## src/rtl/grid_pattern_hash_matcher_top_macros.svh

```systemverilog
// assertion macros for the grid pattern hash matcher
`ifndef GRID_PATTERN_HASH_MATCHER_TOP_MACROS_SVH
`define GRID_PATTERN_HASH_MATCHER_TOP_MACROS_SVH

// clocked assertion, disabled while reset is asserted
`define GPHM_ASSERT(lbl, ck, rn, prop) \
	lbl: assert property (@(posedge ck) disable iff (!rn) prop) \
		else $error("gphm assertion failed");

// same check, evaluated during reset as well
`define GPHM_ASSERT_ALWAYS(lbl, ck, prop) \
	lbl: assert property (@(posedge ck) prop) else $error("gphm assertion failed");

`endif

```

## src/rtl/gphm_pkg.sv

```systemverilog
// shared types, constants and modular helpers of the grid pattern hash matcher
`default_nettype none
package gphm_pkg;

	localparam logic [31:0] HASH_MOD  = 32'd2147483647;
	localparam logic [30:0] HASH_BASE = 31'd1995433697;
	localparam logic [30:0] HASH_PRM  = 31'd1000000009;
	localparam logic [20:0] COUNT_MAX = 21'h1FFFFF;
	localparam int          QDEPTH    = 4;

	typedef enum logic [1:0] {
		CFG_PAT_ROWS  = 2'd0,
		CFG_PAT_COLS  = 2'd1,
		CFG_GRID_ROWS = 2'd2,
		CFG_GRID_COLS = 2'd3
	} gphm_cfg_idx_t;

	typedef struct packed {
		logic is_grid;
		logic restart_pat;
		logic col_end;
		logic do_col;
		logic do_win;
		logic pat_done;
		logic first_pix;
		logic last_pix;
	} gphm_flags_t;

	typedef struct packed {
		logic [4:0] prow;
		logic [4:0] pcol;
	} gphm_cfg_t;

	typedef enum logic [4:0] {
		BK_IDLE, BK_PMUL1, BK_PMUL1W, BK_PMUL2, BK_PMUL2W, BK_PADD,
		BK_PWGT, BK_PWGTW, BK_PWSET, BK_GWRITE, BK_CMUL, BK_CWAIT,
		BK_CADD, BK_VWRITE, BK_WMUL, BK_WWAIT, BK_WADD, BK_RESULT
	} gphm_bk_state_t;

	function automatic logic [30:0] add_mod(input logic [30:0] a, input logic [30:0] b);
		logic [31:0] s;
		s = {1'b0, a} + {1'b0, b};
		if (s >= HASH_MOD) s = s - HASH_MOD;
		return s[30:0];
	endfunction

endpackage
`default_nettype wire

```

## src/rtl/gphm_fifo.sv

```systemverilog
// short command queue between classifier front and hashing back
`default_nettype none
`include "grid_pattern_hash_matcher_top_macros.svh"
module gphm_fifo
	import gphm_pkg::*;
#(
	parameter int W = 32
) (
	input  wire logic         clk,
	input  wire logic         arst_n,
	input  wire logic         push,
	input  wire logic [W-1:0] din,
	output logic              full,
	input  wire logic         pop,
	output logic [W-1:0]      dout,
	output logic              empty
);
	localparam int PW = $clog2(QDEPTH);

	logic [W-1:0]  mem_q [QDEPTH];
	logic [PW-1:0] wptr_q, rptr_q;
	logic [PW:0]   cnt_q;

	assign full  = (cnt_q == (PW+1)'(QDEPTH));
	assign empty = (cnt_q == '0);
	assign dout  = mem_q[rptr_q];

	always_ff @(posedge clk) begin
		if (push && !full) mem_q[wptr_q] <= din;
	end

	always_ff @(posedge clk or negedge arst_n) begin
		if (!arst_n) begin
			wptr_q <= '0;
			rptr_q <= '0;
			cnt_q  <= '0;
		end else begin
			if (push && !full) wptr_q <= wptr_q + 1'b1;
			if (pop && !empty) rptr_q <= rptr_q + 1'b1;
			case ({push && !full, pop && !empty})
				2'b10:   cnt_q <= cnt_q + 1'b1;
				2'b01:   cnt_q <= cnt_q - 1'b1;
				default: cnt_q <= cnt_q;
			endcase
		end
	end

	`GPHM_ASSERT(a_no_push_full, clk, arst_n, full |-> !push)
	`GPHM_ASSERT(a_cnt_bound, clk, arst_n, cnt_q <= (PW+1)'(QDEPTH))
	`GPHM_ASSERT(a_pop_moves, clk, arst_n, (pop && !empty && !push) |=> cnt_q == $past(cnt_q) - 1'b1)
endmodule
`default_nettype wire

```

## config.mk

```make
export PLATFORM = sky130hd
export DESIGN_NAME = gphm_fifo
export DESIGN_NICKNAME = d
export VERILOG_FILES = /design/src/rtl/gphm_pkg.sv /design/src/rtl/gphm_fifo.sv
export VERILOG_INCLUDE_DIRS = /design/src /design/src/rtl
export SDC_FILE = /design/constraint.sdc
export NUM_CORES = 1
export LEC_CHECK = 0
export ABC_CLOCK_PERIOD_IN_PS = 2500
export BUFFER_PORTS_ARGS = -buffer_cell sky130_fd_sc_hd__buf_2
export CORE_ASPECT_RATIO = 0.7
export CORE_MARGIN = 2
export CORE_UTILIZATION = 50
export CTS_CLUSTER_DIAMETER = 120
export CTS_CLUSTER_SIZE = 30
export DETAILED_ROUTE_END_ITERATION = 16
export PLACE_DENSITY = 0.71
export SLEW_MARGIN = 20
export SYNTH_ARGS = -nofsm -noshare
export SYNTH_HDL_FRONTEND = slang
export SYNTH_SLANG_ARGS = --single-unit
export TNS_END_PERCENT = 20
```

## constraint.sdc

```tcl
create_clock -name clk -period 2.5 [get_ports clk]
set_input_delay 0.5 -clock clk [delete_from_list [all_inputs] [get_ports clk]]
set_output_delay 0.5 -clock clk [all_outputs]
set_load 0.02 [all_outputs]
```

* Word-level counts from Yosys, hierarchy flattened *
Memories as Yosys holds them, arrays and structs flattened.
Cells that the tools add are included.

storage, ports and cells
  memory bits (read-only) = 0
  input bits = 36
  latch bits = 0
  bits in writable memories = 128
  word-level logic and storage cells = 20
  output and inout bits = 34
  register bits = 7
  memories = 1

cells by class
  shift operators = 0
  order comparisons = 0
  bitwise operators = 0
  reductions and logical operators = 6
  $mul = 0
  add/subtract/negate cells = 4
  muxes and demuxes = 3
  equal/unequal tests = 3
  div/mod/pow operators = 0

memory list
  name   depth  width  read ports  clocked after Yosys merged registers in  write ports  line             text
  mem_q  4      32     1           0                                        1            gphm_fifo.sv:20  logic [W-1:0] mem_q [QDEPTH];

operator list
  operator               number
  $pmux W3 S2            1
  $add A2 B1 Y2 const B  2
  $add A3 B1 Y3 const B  1
  $eq A3 B3 Y1 const B   1
  $logic_not A3 Y1       1
  $sub A3 B1 Y3 const B  1
  $eq A2 B1 Y1 const B   1
  $eq A2 B2 Y1 const B   1
  $logic_and A1 B1 Y1    2
  $logic_not A1 Y1       2
  $mux W1                2
  $reduce_bool A2 Y1     1

* Longest topological paths before layout *
  word-level depth = 5
  gate-level depth with buffers = 9
  gate-level depth less buffers = 9

* Worst setup path before layout *
OpenSTA, ideal clock, no wires.

  path kind = register to register
  start = register cnt_q[0]
  end = register cnt_q[2]
  setup time = 0.079 ns
  setup slack = 0.426 ns
  cell stages (with the launch flop) = 10
  data required time = 2.421 ns
  buffers on the path = 0
  period minus slack after synthesis = 2.074 ns
  data arrival time = 1.995 ns
  cells stage by stage = dfrtp_1 > nor3b_2 > nor2b_2 > inv_1 > ha_1 > inv_1 > fa_1 > xor2_1 > nor2_1 > xor2_1

on the way
  word-level cells in the longest chain between the ends = 5
  elaborated cells on any way between the ends = 12
  those cells by class = add/sub: 2; eq/ne: 3; mux: 1; reduce/logical: 6

ends and longest elaborated chain
  what                                                      line             text
  start: declaration                                        gphm_fifo.sv:22  logic [PW:0] cnt_q;
  start signal: assignment                                  gphm_fifo.sv:41  2'b10: cnt_q <= cnt_q + 1'b1;
  start signal: assignment                                  gphm_fifo.sv:42  2'b01: cnt_q <= cnt_q - 1'b1;
  start signal: assignment                                  gphm_fifo.sv:43  default: cnt_q <= cnt_q;
  $eq A3 B3 Y1 *                                            gphm_fifo.sv:24  assign full = (cnt_q == (PW+1)'(QDEPTH));
  net full                                                  gphm_fifo.sv:13  output logic full,
  $logic_not A1 Y1 *                                        gphm_fifo.sv:40  case ({push && !full, pop && !empty})
  $logic_and A1 B1 Y1 *                                     gphm_fifo.sv:40
  $eq A2 B1 Y1 / $eq A2 B2 Y1 (equally long branches)       gphm_fifo.sv:40
  $pmux W3 S2 / $reduce_bool A2 Y1 (equally long branches)  --

Mark *: on every way through the listed nets, which the timed path passes. The rest lies on a longest branch.
A chain may end at the register's enable or synchronous reset.

* Worst setup path after layout *
  start = register rptr_q[0]
  end = output port dout[27]

on the way
  word-level cells in the longest chain between the ends = 1

ends and longest elaborated chain
  what                      line             text
  start: declaration        gphm_fifo.sv:21  logic [PW-1:0] wptr_q, rptr_q;
  start signal: assignment  gphm_fifo.sv:39  if (pop && !empty) rptr_q <= rptr_q + 1'b1;
  $mem_v2 Z4 W32            --
  end: declaration          gphm_fifo.sv:15  output logic [W-1:0] dout,

Every way passes these cells.

==> summary.md <==
Dividing the detail-routed via count by the number of cells gives 5.29. Cells with a size suffix above 1 make up 48.1% of the layout. The headroom to the max-slew limit was 71.0%. TritonCTS built the clock tree.

The mean area per synthesized cell came out at 24.8 um^2. 70 I/O pins were placed. The tools report the number of distinct library cell variants in the gate-level netlist after synthesis as 22.

The sequential fraction of the synthesis area is 78.9%, and the final count of hold timing violations is 0. The core region is 9800 um^2. Entering global routing, the biggest net connects 23 pins. Across every metal layer, demand over resource in global routing totals 17.3%.

The top-area cell type share of the netlist area was 75.5%. Summing the areas of all fa, ha and maj instances in the mapped netlist gives 1.62% of the synthesized area. The total power density per cell area works out to 1320 nW/um^2.

The kind of cell with the highest combined delay along the critical path is multiplexers. The run gives 1 as the initial antenna violation count. In this run the critical register-to-register path is captured at cnt_q[2]. Yosys mapped a number of flops with a built-in enable equal to 128. The final critical-path required period was 2.35 ns; the number of detailed-routing iterations run before antenna repair was 5. Slack of the worst reg-to-reg path: 0.54 ns. Data on the critical path is required at its endpoint by 2.00 ns. The count of buffers added on input and output ports is 69. Dividing the final minimum period by the clock period gives 94.2%. The maximum vdd drop is 1.00 mV, and the vias after detailed routing is 2344.

The path type of the worst setup path was register to output pin. The first-pass GRT wire length was 13.6 mm. The tools report the startpoint of the worst register-to-register path as cnt_q[0].

The count of unresolved DRC violations after routing was 0. The run gives 343 as the layout net count. Along the worst path, the maximum fanout reaches 14. Synthesis handed over a netlist of 205 instances. The run gives 1.85 ns as the worst path arrival time. The signal on the critical path passes through buf_12 -> mux4_1 -> buf_2.

sky130_fd_sc_hd__edfxtp_1 takes more of the synthesized area than any other cell. The CTS root buffer was sky130_fd_sc_hd__clkbuf_16. The initialized floorplan defines 30 standard-cell rows. Counting flops and latches in the post-synthesis netlist gives 135. In this run the worst setup path terminates at dout[27]. The worst setup path is launched from a register. The cell with the most instances after synthesis was sky130_fd_sc_hd__edfxtp_1. Global routing finished with a remaining overflow of 0. The total negative slack for setup checks is 0 ns, and the compound-cell area share of the yosys netlist is 0.172%. The initial standard-cell utilization of the core is 52.0%. The min-delay analysis places its worst path in the category input pin to register. The main combinational cell family by area after synthesis is multiplexers.

For the clock tree skew after final layout, the log shows 0.00567 ns. Yosys attributes the largest share of cell area to sky130_fd_sc_hd__edfxtp_1 75%, sky130_fd_sc_hd__mux4_2 12%, sky130_fd_sc_hd__dfrtp_1 3.4%. The xor/xnor share of the synthesized area is 1.03%, and the number of maximum-capacitance constraint violations is 0. From synthesis to final layout, the design area changed by 25.0%. The analysis attributes to cell leakage a power of 2.29 nW.

The logs give 2491 for the via count of the first global-routing pass and 0.425 GHz for the maximum clock rate. The horizontal die dimension was 125 um. The H-tree was split into 4 levels. For the pin with the worst max-slew slack, the measured transition is 0.435 ns. The most critical setup path has its startpoint at rptr_q[0]. Wire length per cell after detailed routing: 19.8 um. The die extent in y was 88.4 um; the initial DRC count was 94.

Setup repair after global routing left no endpoint under its margin. Clock latency of the later-clocked register in the worst-skew pair: 0.41 ns. The tightest hold path in the finished design has a slack of 0.303 ns.

The portion of netlist area occupied by mux cells came out at 14.9%. The run finished with clean final reports. After routing the design area is 6360 um^2.

Once detail routing completed, the nets flagged for antenna violations numbered 0. The share of synthesized registers carrying an async set or reset works out to 5.19%. Wires add up to 8.77 mm. By count the netlist is led by 128 x sky130_fd_sc_hd__edfxtp_1, 28 x sky130_fd_sc_hd__mux4_2, 7 x sky130_fd_sc_hd__dfrtp_1. The tools report the final RePlAce weighted congestion as 0.717.

The buffering stage count on the worst path with inverters included works out to 2. Measured in cells, the most critical reg-to-reg path has a length of 9. For this design, the sink count on the clock tree is 135. The logs give 5660 um^2 for the cell area after placement and 0 for the max-slew violation total from the final report. The maximum cell stage delay along the critical path is 0.58 ns, and the setup-violating endpoint count in the final report is 0. For this run, the number of Yosys warnings is 0.

For the post-synthesis net count, the log shows 247. After synthesis the cells add up to 5090 um^2. The simple-gate portion of the synthesized area is 1.16%. Once detailed placement completed, the half-perimeter wirelength came to 5.63 mm.

Counting tap cells, the placed design contains a total of 405 instances. The die area was 11000 um^2. The TritonCTS buffer count was 17. The run gives 443 as the number of cells in the finished layout apart from fillers. After clock tree synthesis, the clock-pin slew on the worst setup and hold paths is 0.06 ns. Prevailing post-synth register cell: sky130_fd_sc_hd__edfxtp_1. The number of buffers between clock root and the deepest sink is 2. The largest individual stage delay along the critical path comes from the cell sky130_fd_sc_hd__mux4_1. The endpoint kind of the worst setup timing path was an output pin. The critical path runs through a total of 3 cells.
## area by class of cell
type,count,area (um^2)
sequential,135,4020
clock inverter,15,233
tap,128,160
fill,654,3430
inverter,6,22.5
timing repair buffer,85,531
clock buffer,17,425
multi-input combinational,56,965
antenna,1,2.50
## cells in the final DEF (no fill, tap or decap), types with 2 or more instances in the layout
cell	instances
sky130_fd_sc_hd__clkbuf_16	17
sky130_fd_sc_hd__ha_1	5
sky130_fd_sc_hd__buf_4	10
sky130_fd_sc_hd__xor2_1	3
sky130_fd_sc_hd__mux4_2	28
sky130_fd_sc_hd__dfrtp_1	5
sky130_fd_sc_hd__mux4_1	4
sky130_fd_sc_hd__clkinvlp_4	4
sky130_fd_sc_hd__xnor2_1	3
sky130_fd_sc_hd__bufinv_16	6
sky130_fd_sc_hd__buf_2	69
sky130_fd_sc_hd__and2_2	4
sky130_fd_sc_hd__clkinv_1	2
sky130_fd_sc_hd__buf_12	5
sky130_fd_sc_hd__clkinv_2	3
sky130_fd_sc_hd__inv_1	6
sky130_fd_sc_hd__edfxtp_1	128
## worst min path at each step
stage | from | to | cells after the start | slack [ns]
2_1_floorplan | arst_n | cnt_q[0] | 0 | 0.20
3_3_place_gp | arst_n | wptr_q[0] | 1 | 0.35
3_5_place_dp | arst_n | wptr_q[0] | 1 | 0.35
4_1_cts | din[15] | mem_q[3][15] | 1 | 0.29
5_1_grt | din[16] | mem_q[0][16] | 1 | 0.30
6_report | din[15] | mem_q[3][15] | 1 | 0.30
## where the power goes
group	leakage (nW)	switching (mW)	internal (mW)	total [mW]
combinational	0.725	1.37	1.11	2.47
sequential	1.25	0.200	3.01	3.21
clock	0.310	0.890	1.85	2.74
total	2.29	2.45	5.97	8.43
## per-stage QoR
step / power, mW / setup slack [ns] / util, %
floorplan: 4.94 / 0.426 / -
global placement: 5.65 / 0.422 / 57.8
detailed placement: 5.72 / 0.401 / 57.8
CTS: 8.48 / 0.0189 / 64.6
global route: 8.79 / 0.0870 / 64.9
finish: 8.43 / 0.146 / 64.9
## logic make-up after synthesis
family,Yosys count
adder cells (fa/ha/maj),6
flip-flops,135
XOR/XNOR,6
multiplexers,34
buffers and inverters,14
AND/OR/NAND/NOR,9
AO/OA/AOI/OAI,1
## repair_timing
item / CTS / global route
setup buffers: 0 / 4
hold buffers: 1 / 0
gates cloned: 0 / 0
resized for setup: 1 / 0
endpoints found under the setup margin: 4 / 1
hold endpoints to repair: 7 / 0
## sequential cells by signal, indices dropped and copies added (netlist names)
name,count
mem_q,128
cnt_q,3
rptr_q,2
wptr_q,2
## layer usage
metal | wire [um] | track usage [%] | part of all wire (%) | vias up
met2 | 4220 | 27.8 | 48 | 64
li1 | - | - | - | 1054
met5 | 0 | 0 | 0 | -
met1 | 3840 | 21.3 | 44 | 1214
met3 | 591 | 7.44 | 6.7 | 12
met4 | 119 | 6.74 | 1.4 | 0
No activity file was read; power rests on OpenSTA's default activity.
