File: config.mk
export PLATFORM = sky130hd
export DESIGN_NAME = gphm_front
export DESIGN_NICKNAME = d
export VERILOG_FILES = /design/src/rtl/grid_pattern_hash_matcher_top_macros.svh /design/src/rtl/gphm_pkg.sv /design/src/rtl/gphm_front.sv
export SDC_FILE = /design/constraint.sdc
export NUM_CORES = 1
export LEC_CHECK = 0
export BUFFER_PORTS_ARGS = -buffer_cell sky130_fd_sc_hd__buf_2
export CORE_AREA = 2 2 146 148
export DETAILED_ROUTE_END_ITERATION = 12
export DIE_AREA = 0 0 148 150
export GPL_TIMING_DRIVEN = 0
export PLACE_DENSITY_LB_ADDON = 0.2
export SETUP_SLACK_MARGIN = 0.4
export SLEW_MARGIN = 40
export SYNTH_ARGS = -nofsm -noshare
export SYNTH_HDL_FRONTEND = slang
export SYNTH_SLANG_ARGS = --single-unit
export TNS_END_PERCENT = 50
File: constraint.sdc
create_clock -name clk -period 12.9 [get_ports clk]
set_clock_uncertainty 0.1 [all_clocks]
set_input_delay 1.29 -clock clk [delete_from_list [all_inputs] [get_ports clk]]
set_output_delay 1.29 -clock clk [all_outputs]
set_load 0.05 [all_outputs]
File: src/rtl/grid_pattern_hash_matcher_top_macros.svh
// assertion macros for the grid pattern hash matcher
`ifndef GRID_PATTERN_HASH_MATCHER_TOP_MACROS_SVH
`define GRID_PATTERN_HASH_MATCHER_TOP_MACROS_SVH

// clocked assertion, disabled while reset is asserted
`define GPHM_ASSERT(lbl, ck, rn, prop) \
	lbl: assert property (@(posedge ck) disable iff (!rn) prop) \
		else $error("gphm assertion failed");

// same check, evaluated during reset as well
`define GPHM_ASSERT_ALWAYS(lbl, ck, prop) \
	lbl: assert property (@(posedge ck) prop) else $error("gphm assertion failed");

`endif

File: src/rtl/gphm_pkg.sv
// shared types, constants and modular helpers of the grid pattern hash matcher
`default_nettype none
package gphm_pkg;

	localparam logic [31:0] HASH_MOD  = 32'd2147483647;
	localparam logic [30:0] HASH_BASE = 31'd1995433697;
	localparam logic [30:0] HASH_PRM  = 31'd1000000009;
	localparam logic [20:0] COUNT_MAX = 21'h1FFFFF;
	localparam int          QDEPTH    = 4;

	typedef enum logic [1:0] {
		CFG_PAT_ROWS  = 2'd0,
		CFG_PAT_COLS  = 2'd1,
		CFG_GRID_ROWS = 2'd2,
		CFG_GRID_COLS = 2'd3
	} gphm_cfg_idx_t;

	typedef struct packed {
		logic is_grid;
		logic restart_pat;
		logic col_end;
		logic do_col;
		logic do_win;
		logic pat_done;
		logic first_pix;
		logic last_pix;
	} gphm_flags_t;

	typedef struct packed {
		logic [4:0] prow;
		logic [4:0] pcol;
	} gphm_cfg_t;

	typedef enum logic [4:0] {
		BK_IDLE, BK_PMUL1, BK_PMUL1W, BK_PMUL2, BK_PMUL2W, BK_PADD,
		BK_PWGT, BK_PWGTW, BK_PWSET, BK_GWRITE, BK_CMUL, BK_CWAIT,
		BK_CADD, BK_VWRITE, BK_WMUL, BK_WWAIT, BK_WADD, BK_RESULT
	} gphm_bk_state_t;

	function automatic logic [30:0] add_mod(input logic [30:0] a, input logic [30:0] b);
		logic [31:0] s;
		s = {1'b0, a} + {1'b0, b};
		if (s >= HASH_MOD) s = s - HASH_MOD;
		return s[30:0];
	endfunction

endpackage
`default_nettype wire

File: src/rtl/gphm_front.sv
// front end: config registers, pattern/grid position tracking, item classification
`default_nettype none
module gphm_front
	import gphm_pkg::*;
#(
	parameter int MAX_PAT_ROWS  = 16,
	parameter int MAX_PAT_COLS  = 16,
	parameter int MAX_GRID_COLS = 1024,
	parameter int MAX_GRID_ROWS = 1024,
	parameter int LINE_W        = 4,
	parameter int COL_W         = 10
) (
	input  wire logic              clk,
	input  wire logic              arst_n,
	input  wire logic              cfg_we,
	input  wire gphm_cfg_idx_t     cfg_index,
	input  wire logic [10:0]       cfg_data,
	input  wire logic              in_valid,
	output logic                   in_ready,
	input  wire logic              in_func,
	input  wire logic              q_full,
	output logic                   q_push,
	output gphm_flags_t            q_flags,
	output logic [LINE_W-1:0]      q_line,
	output logic [COL_W-1:0]       q_col,
	output gphm_cfg_t              cfg
);
	logic [4:0]        prow_q, pcol_q;
	logic [10:0]       grows_q, gcols_q;
	logic [9:0]        pos_q;
	logic [4:0]        pcc_q;
	logic [10:0]       row_q;
	logic [COL_W-1:0]  col_q;
	logic [LINE_W-1:0] line_q;

	logic [9:0]  total;
	logic        restart, col_end, do_col, do_win, col_last, row_last;
	logic [4:0]  cur_cc;
	logic [9:0]  cur_pos;
	logic        acc;

	function automatic logic [4:0] clamp5(input logic [4:0] v, input int hi);
		if (v == 5'd0) return 5'd1;
		if (32'(v) > hi) return 5'(hi);
		return v;
	endfunction

	function automatic logic [10:0] clamp11(input logic [10:0] v, input int hi);
		if (v == 11'd0) return 11'd1;
		if (32'(v) > hi) return 11'(hi);
		return v;
	endfunction

	assign acc      = in_valid && in_ready;
	assign in_ready = !q_full;
	assign q_push   = acc;
	assign total    = 10'(prow_q) * 10'(pcol_q);
	assign restart  = (pos_q >= total);
	assign cur_pos  = restart ? 10'd0 : pos_q;
	assign cur_cc   = restart ? 5'd0 : pcc_q;
	assign col_end  = (cur_cc == pcol_q - 5'd1);
	assign do_col   = (row_q >= 11'(prow_q) - 11'd1);
	assign do_win   = do_col && (13'(col_q) >= 13'(pcol_q) - 13'd1);
	assign col_last = (13'(col_q) >= 13'(gcols_q) - 13'd1);
	assign row_last = (row_q >= grows_q - 11'd1);

	always_comb begin
		q_flags             = '0;
		q_flags.is_grid     = in_func;
		q_flags.restart_pat = !in_func && restart;
		q_flags.col_end     = col_end;
		q_flags.do_col      = in_func && do_col;
		q_flags.do_win      = in_func && do_win;
		q_flags.pat_done    = restart;
		q_flags.first_pix   = (row_q == 11'd0) && (col_q == '0);
		q_flags.last_pix    = in_func && col_last && row_last;
	end

	assign q_line   = line_q;
	assign q_col    = col_q;
	assign cfg.prow = prow_q;
	assign cfg.pcol = pcol_q;

	always_ff @(posedge clk or negedge arst_n) begin
		if (!arst_n) begin
			prow_q  <= 5'd1;
			pcol_q  <= 5'd1;
			grows_q <= 11'd1;
			gcols_q <= 11'd1;
			pos_q   <= '0;
			pcc_q   <= '0;
			row_q   <= '0;
			col_q   <= '0;
			line_q  <= '0;
		end else if (cfg_we) begin
			row_q  <= '0;
			col_q  <= '0;
			line_q <= '0;
			unique case (cfg_index)
				CFG_PAT_ROWS: begin
					prow_q <= clamp5(cfg_data[4:0], MAX_PAT_ROWS);
					pos_q  <= '0;
					pcc_q  <= '0;
				end
				CFG_PAT_COLS: begin
					pcol_q <= clamp5(cfg_data[4:0], MAX_PAT_COLS);
					pos_q  <= '0;
					pcc_q  <= '0;
				end
				CFG_GRID_ROWS: grows_q <= clamp11(cfg_data, MAX_GRID_ROWS);
				CFG_GRID_COLS: gcols_q <= clamp11(cfg_data, MAX_GRID_COLS);
				default: ;
			endcase
		end else if (acc) begin
			if (!in_func) begin
				pos_q <= cur_pos + 10'd1;
				pcc_q <= col_end ? 5'd0 : cur_cc + 5'd1;
			end else if (col_last) begin
				col_q <= '0;
				if (row_last) begin
					row_q  <= '0;
					line_q <= '0;
				end else begin
					row_q  <= row_q + 11'd1;
					line_q <= (32'(line_q) == MAX_PAT_ROWS - 1) ? '0 : line_q + 1'b1;
				end
			end else begin
				col_q <= col_q + 1'b1;
			end
		end
	end
endmodule
`default_nettype wire

### Word level (Yosys, flattened, before mapping)

Cells that the tools add are included.

| operators by class | value |
|---|---|
| equal/unequal tests | 7 |
| reduce and logical (&&, ||, !) cells | 26 |
| shift operators | 0 |
| bitwise gates (word level) | 0 |
| divide/modulo/power cells | 0 |
| $add $sub $neg | 10 |
| multipliers | 1 |
| muxes and demuxes | 62 |
| order comparisons | 7 |

Operator list:

| kind | number |
|---|---|
| two-way mux 11 bit | 11 |
| two-way mux 10 bit | 9 |
| two-way mux 5 bit | 12 |
| greater-or-equal comparator 10 x 13 -> 1 bit | 2 |
| two-way mux 1 bit | 24 |
| two-way mux 4 bit | 6 |
| greater-or-equal comparator 11 bit | 2 |
| logical NOT 11 bit | 2 |
| adder 10 x 1 -> 10 bit (second input constant) | 2 |
| subtractor 11 x 1 -> 12 bit (second input constant) | 1 |
| subtractor 5 x 1 -> 6 bit (second input constant) | 2 |
| adder 11 x 1 -> 11 bit (second input constant) | 1 |
| > comparator 11 bit (second input constant) | 1 |
| subtractor 11 x 1 -> 11 bit (second input constant) | 1 |
| greater-or-equal comparator 10 bit | 1 |
| logical NOT 10 bit | 1 |
| multiplier 5 x 5 -> 10 bit | 1 |
| AND reduction 2 bit | 5 |
| logical AND 1 bit | 8 |
| AND reduction 3 bit | 2 |
| nonzero test 2 bit | 3 |
| adder 5 x 1 -> 5 bit (second input constant) | 1 |
| == test 5 bit | 1 |
| > comparator 5 bit (second input constant) | 1 |
| 10 further kinds | 13 |

| word-level totals | value |
|---|---|
| memories | 0 |
| output and inout bits | 34 |
| memory bits (read-only) | 0 |
| RAM bits | 0 |
| flip-flop bits (word level) | 72 |
| latch bits | 0 |
| bits of input ports | 19 |

### Logic depth before layout (Yosys ltp)

| logic depth | value |
|---|---|
| depth in word-level cells | 9 |
| mapped depth | 28 |
| mapped depth without buffers | 26 |

### Least setup slack after synthesis

OpenSTA, ideal clock, no wires.

| timing | value |
|---|---|
| path type | register to output |
| start point | reg pcol_q[4] |
| end point | out q_flags[6] (netlist bit) |
| arrival | 5.357 ns |
| cell stages (with the launch flop) | 19 |
| required time | 11.510 ns |
| setup slack | 6.153 ns |
| cell sequence | dfrtp_1 -> clkbuf_1 -> nand2_1 -> fa_1 -> fa_1 -> fa_1 -> inv_1 -> ha_1 -> a21oi_1 -> o21bai_1 -> a21oi_1 -> o21ai_0 -> xor2_1 -> ha_1 -> and4_1 -> o21ai_0 -> o21a_1 -> clkbuf_1 -> nor2_1 |

RTL lines:

| what | RTL line | RTL |
|---|---|---|
| start, declared | gphm_front.sv:28 | `logic [4:0] prow_q, pcol_q;` |
| start signal, assigned | gphm_front.sv:106 | `pcol_q <= clamp5(cfg_data[4:0], MAX_PAT_COLS);` |
| end, declared | gphm_front.sv:23 | `output gphm_flags_t q_flags,` |

### Final worst setup path

| timing | value |
|---|---|
| start point | reg pcol_q[4] |
| end point | out q_flags[5] (netlist bit) |

| on the way | value |
|---|---|
| cells in the longest elaborated chain, start to end | 4 |

RTL lines:

| what | RTL line | RTL |
|---|---|---|
| multiplier 5 x 5 -> 10 bit | gphm_front.sv:57 | `assign total = 10'(prow_q) * 10'(pcol_q);` |
| greater-or-equal comparator 10 bit | gphm_front.sv:58 | `assign restart = (pos_q >= total);` |
| two-way mux 5 bit | gphm_front.sv:60 | `assign cur_cc = restart ? 5'd0 : pcc_q;` |
| == test 5 bit * | gphm_front.sv:61 | `assign col_end = (cur_cc == pcol_q - 5'd1);` |

Every way passes the cells marked *; elsewhere a longest branch is shown, timed or not.

==> results.md <==
* Mux contribution to synthesized area at less than 1%
* Num CTS Buffers at 9
* CP max-delay cell: fa_1
* Fmax at 0.1346 GHz
* Tmin final at 7427 ps
* Synth Area in Simple Gates at 22.71%
* Post-Syn Nets at 808
* First-pass GRT wire length at 25.34 mm
* Violation count after the first detailed-routing iteration at 267
* Synth cell types at 62
* Pwr Total at a little over 800 uW
* Final Slew Violations at 0
* Area Overhead vs Synth at 15.88%
* Leak pwr at 3.374 nW
* Fin. Hold Viols at 0
* Top cells by area, synth: dfrtp_1, ha_1, nand2_1
* CP Class: flop to output pin
* Max-Cap Viols at 0
* Via density at 4.819
* Post-cts hold buffer count at 0
* Total GRT Usage at 14.52%
* Worst-path clk slew at 60 ps
* Adder-Cell Fraction of Synth Area at between 10% and 20%
* GPL Wtd Cong at between 0.7 and 0.8
* Power Dens Cells at around 110 mW/mm^2
* Overflow after GRT at 0
* Clock latency on the worst-skew pair at 340 ps
* XOR/XNOR share of the synthesized area at 5.197%
* TritonCTS clock tree: done
* Vias in the first global route at 4686
* Die width at 148 um
* Post-synth EDFFs at 0
* Share of layout cells above drive strength 1 at 12.66%
* Fillers at roughly 2200
* Post-CTS setup repair buffer count at 0
* Post-route antenna net violation count at 0
* CP bufs+invs at 4
* I/O pins at 53
* Max clock buf depth at 2
* CP max stage delay at approximately 540 ps
* WL per Instance at about 15 um
* CTS Sinks at 72
* Placed wire-length estimate at 12.11 mm
* CP cell instances: clkbuf_1, nand2_1, fa_1, fa_1, fa_1, inv_1, ha_1, a21o_1, a21oi_1, o21bai_1, a21oi_1, xor2_1, ha_1, o21a_1, a21oi_1, o221ai_1, a22oi_1, buf_4, buf_2
* Fin nets at about 870
* Ys async rst share at 100.0%
* Critical path launch point type: flop
* Routed wl met3 at 443 um
* Seq/Total Area, Yosys at 29.78%
* Met1 Routed Length at 8.270 mm
* Post-route DRC at 0
* Critical path required time at roughly 12000 ps
* Endpoint class of the critical path: output pin
* PortBufs at 52
* Top delay family on crit path: adder cells
* Core area at 0.02069 sq mm
* Met2 WL at 6.623 mm
* Share of the synthesized area in the top cell type at 28.05%
* Largest net degree at the start of global routing at 41
* FP Rows at 53
* Worst-Margin Slew at 668.2 ps
* Worst EP arrival at 6040 ps
* Ys flop type: dfrtp_1
* Post-DP Area at roughly 0.0067 sq mm
* Diode count at 0
* Post_cts resized at 0
* Initial Util at between 20% and 30%
* Root buf cell: clkbuf_16
* Status: finished, final reports clean
* Hold Path Class: flop to flop
* Register area at ~0.0018 sq mm
* Chip height at 150 um
* Critical Path Fanout Max at 10
* Initial antenna violation count at 1
* RSZ-0062 raised after global routing: no
* H-tree depth at 3
* Synthesized netlist cell count at 698
* Die Footprint at between 0.02 and 0.025 sq mm
* Rel. slew slack at 54.98%
* Top Layer Used: met4
* Syn Area/Cell at 8.692 sq um
* Setup Viol. Count Final at 0
* Complex-gate fraction of the synthesized area at 16.85%
* Setup tns final at 0 ps
* Tcrit/Tclk final at 57.57%
* Register bit total from synthesis at 72
* Finished Cell Area at 0.007030 sq mm
* Combinational family with the most area after synthesis: simple AND/OR/NAND/NOR gates
* Worst vdd ir at roughly 0.00007 V
* Warnings from Yosys at 0
* Synth Cell Area at around 0.0061 sq mm
* Via Count at 5017
* Yosys top cell by area: dfrtp_1
* Multi-input gate area at 0.003983 sq mm
* First-pass DRT Iterations at 4
* Drt total wl at 15.52 mm
-- cell type report --
cell class / count / area share (%)
clock inverter: 5 / 1.157
multi-input combinational: 556 / 56.65
tap: 275 / 4.894
buffer: 23 / 1.513
clock buffer: 10 / 3.399
sequential: 72 / 25.70
inverter: 47 / 2.509
timing repair buffer: 53 / 4.182
-- power by group --
group          total [mW]  switching [mW]  internal [mW]
combinational       0.268           0.166          0.101
sequential          0.262          0.0196          0.242
clock               0.276           0.102          0.174
-- cell usage in the layout, fill, tap and decap left out, types with 6 or more instances in the layout --
| cell | instances |
|---|---|
| a21o_1 | 10 |
| a21oi_1 | 29 |
| a31oi_1 | 12 |
| and2_1 | 18 |
| and3_1 | 13 |
| buf_2 | 52 |
| clkbuf_1 | 17 |
| clkbuf_16 | 9 |
| dfrtp_1 | 68 |
| fa_1 | 9 |
| ha_1 | 82 |
| inv_1 | 47 |
| nand2_1 | 83 |
| nand2b_1 | 22 |
| nand3_1 | 21 |
| nor2_1 | 34 |
| nor2b_1 | 9 |
| nor3_1 | 11 |
| nor4_1 | 7 |
| o211ai_1 | 6 |
| o21a_1 | 7 |
| o21ai_0 | 59 |
| or2b_1 | 6 |
| or3_1 | 6 |
| xnor2_1 | 26 |
| xor2_1 | 10 |
-- cells by family (layout without fill, tap and decap cells) --
logic type | Yosys count | count (layout)
adders and majority gates | 91 | 91
and+or+nand+nor | 263 | 263
xor gates and xnor gates | 36 | 36
buffers and inverters | 70 | 138
DFF | 72 | 72
muxes | 5 | 5
AOI/OAI and AO/OA | 161 | 161
-- layer usage --
layer / track usage (%) / up-vias
li1: - / 2598
met1: 21.28 / 2336
met2: 21.81 / 71
met3: 2.409 / 12
met4: 4.381 / 0
met5: 0 / -
-- synth_stat cells, types with 3 or more instances --
cell type / count
nor2_1: 34
mux2_2: 5
o211ai_1: 6
nor4_1: 7
o21ai_0: 59
nor3b_1: 3
or4_1: 5
a21o_1: 10
buf_4: 3
xor2_1: 10
nor2b_1: 9
and2_1: 18
ha_1: 82
and3_1: 13
a21oi_1: 29
inv_1: 47
o21bai_1: 4
a31oi_1: 12
dfstp_2: 4
and3_2: 3
or2b_1: 6
o31ai_1: 4
nand2b_1: 22
o221ai_1: 3
a22o_1: 5
nand3_1: 21
a211oi_1: 3
clkbuf_1: 17
nor3_1: 11
or3_1: 6
o21a_1: 7
nand2_1: 83
fa_1: 9
dfrtp_1: 68
xnor2_1: 26
nor4b_1: 4
nand3b_1: 5
-- state kept, by name, indices dropped and copies added (netlist names) --
register  cells
gcols_q      11
grows_q      11
pcc_q         5
pcol_q        5
pos_q        10
prow_q        5
q_col        10
q_line        4
row_q        11
-- worst paths after layout --
path                                start          to  slack [ps]  depth (start not counted)
worst max-delay path            pcol_q[4]  q_flags[5]        5470                         19
worst min-delay path             pos_q[9]    pos_q[9]         390                          1
worst max register to register  pcol_q[4]    pos_q[8]        6100                         25
worst min register to register   pos_q[9]    pos_q[9]         390                          1
max in group asynchronous          arst_n    pcc_q[1]       11450                          2
min in group asynchronous          arst_n  grows_q[6]         730                          1
-- per-stage QoR --
stage | instances | worst slack (ps) | hold slack [ps] | utilization, %
floorplan | 698 | 6153 | 351.7 | -
global placement | 1025 | 5873 | 391.3 | 32.24
detailed placement | 1026 | 5821 | 379.8 | 32.43
CTS | 1041 | 5451 | 398.4 | 33.98
global route | 1041 | 5019 | 415.5 | 33.98
finish | 1041 | 5473 | 393.0 | 33.98
Power figures use the tool's default switching activity.
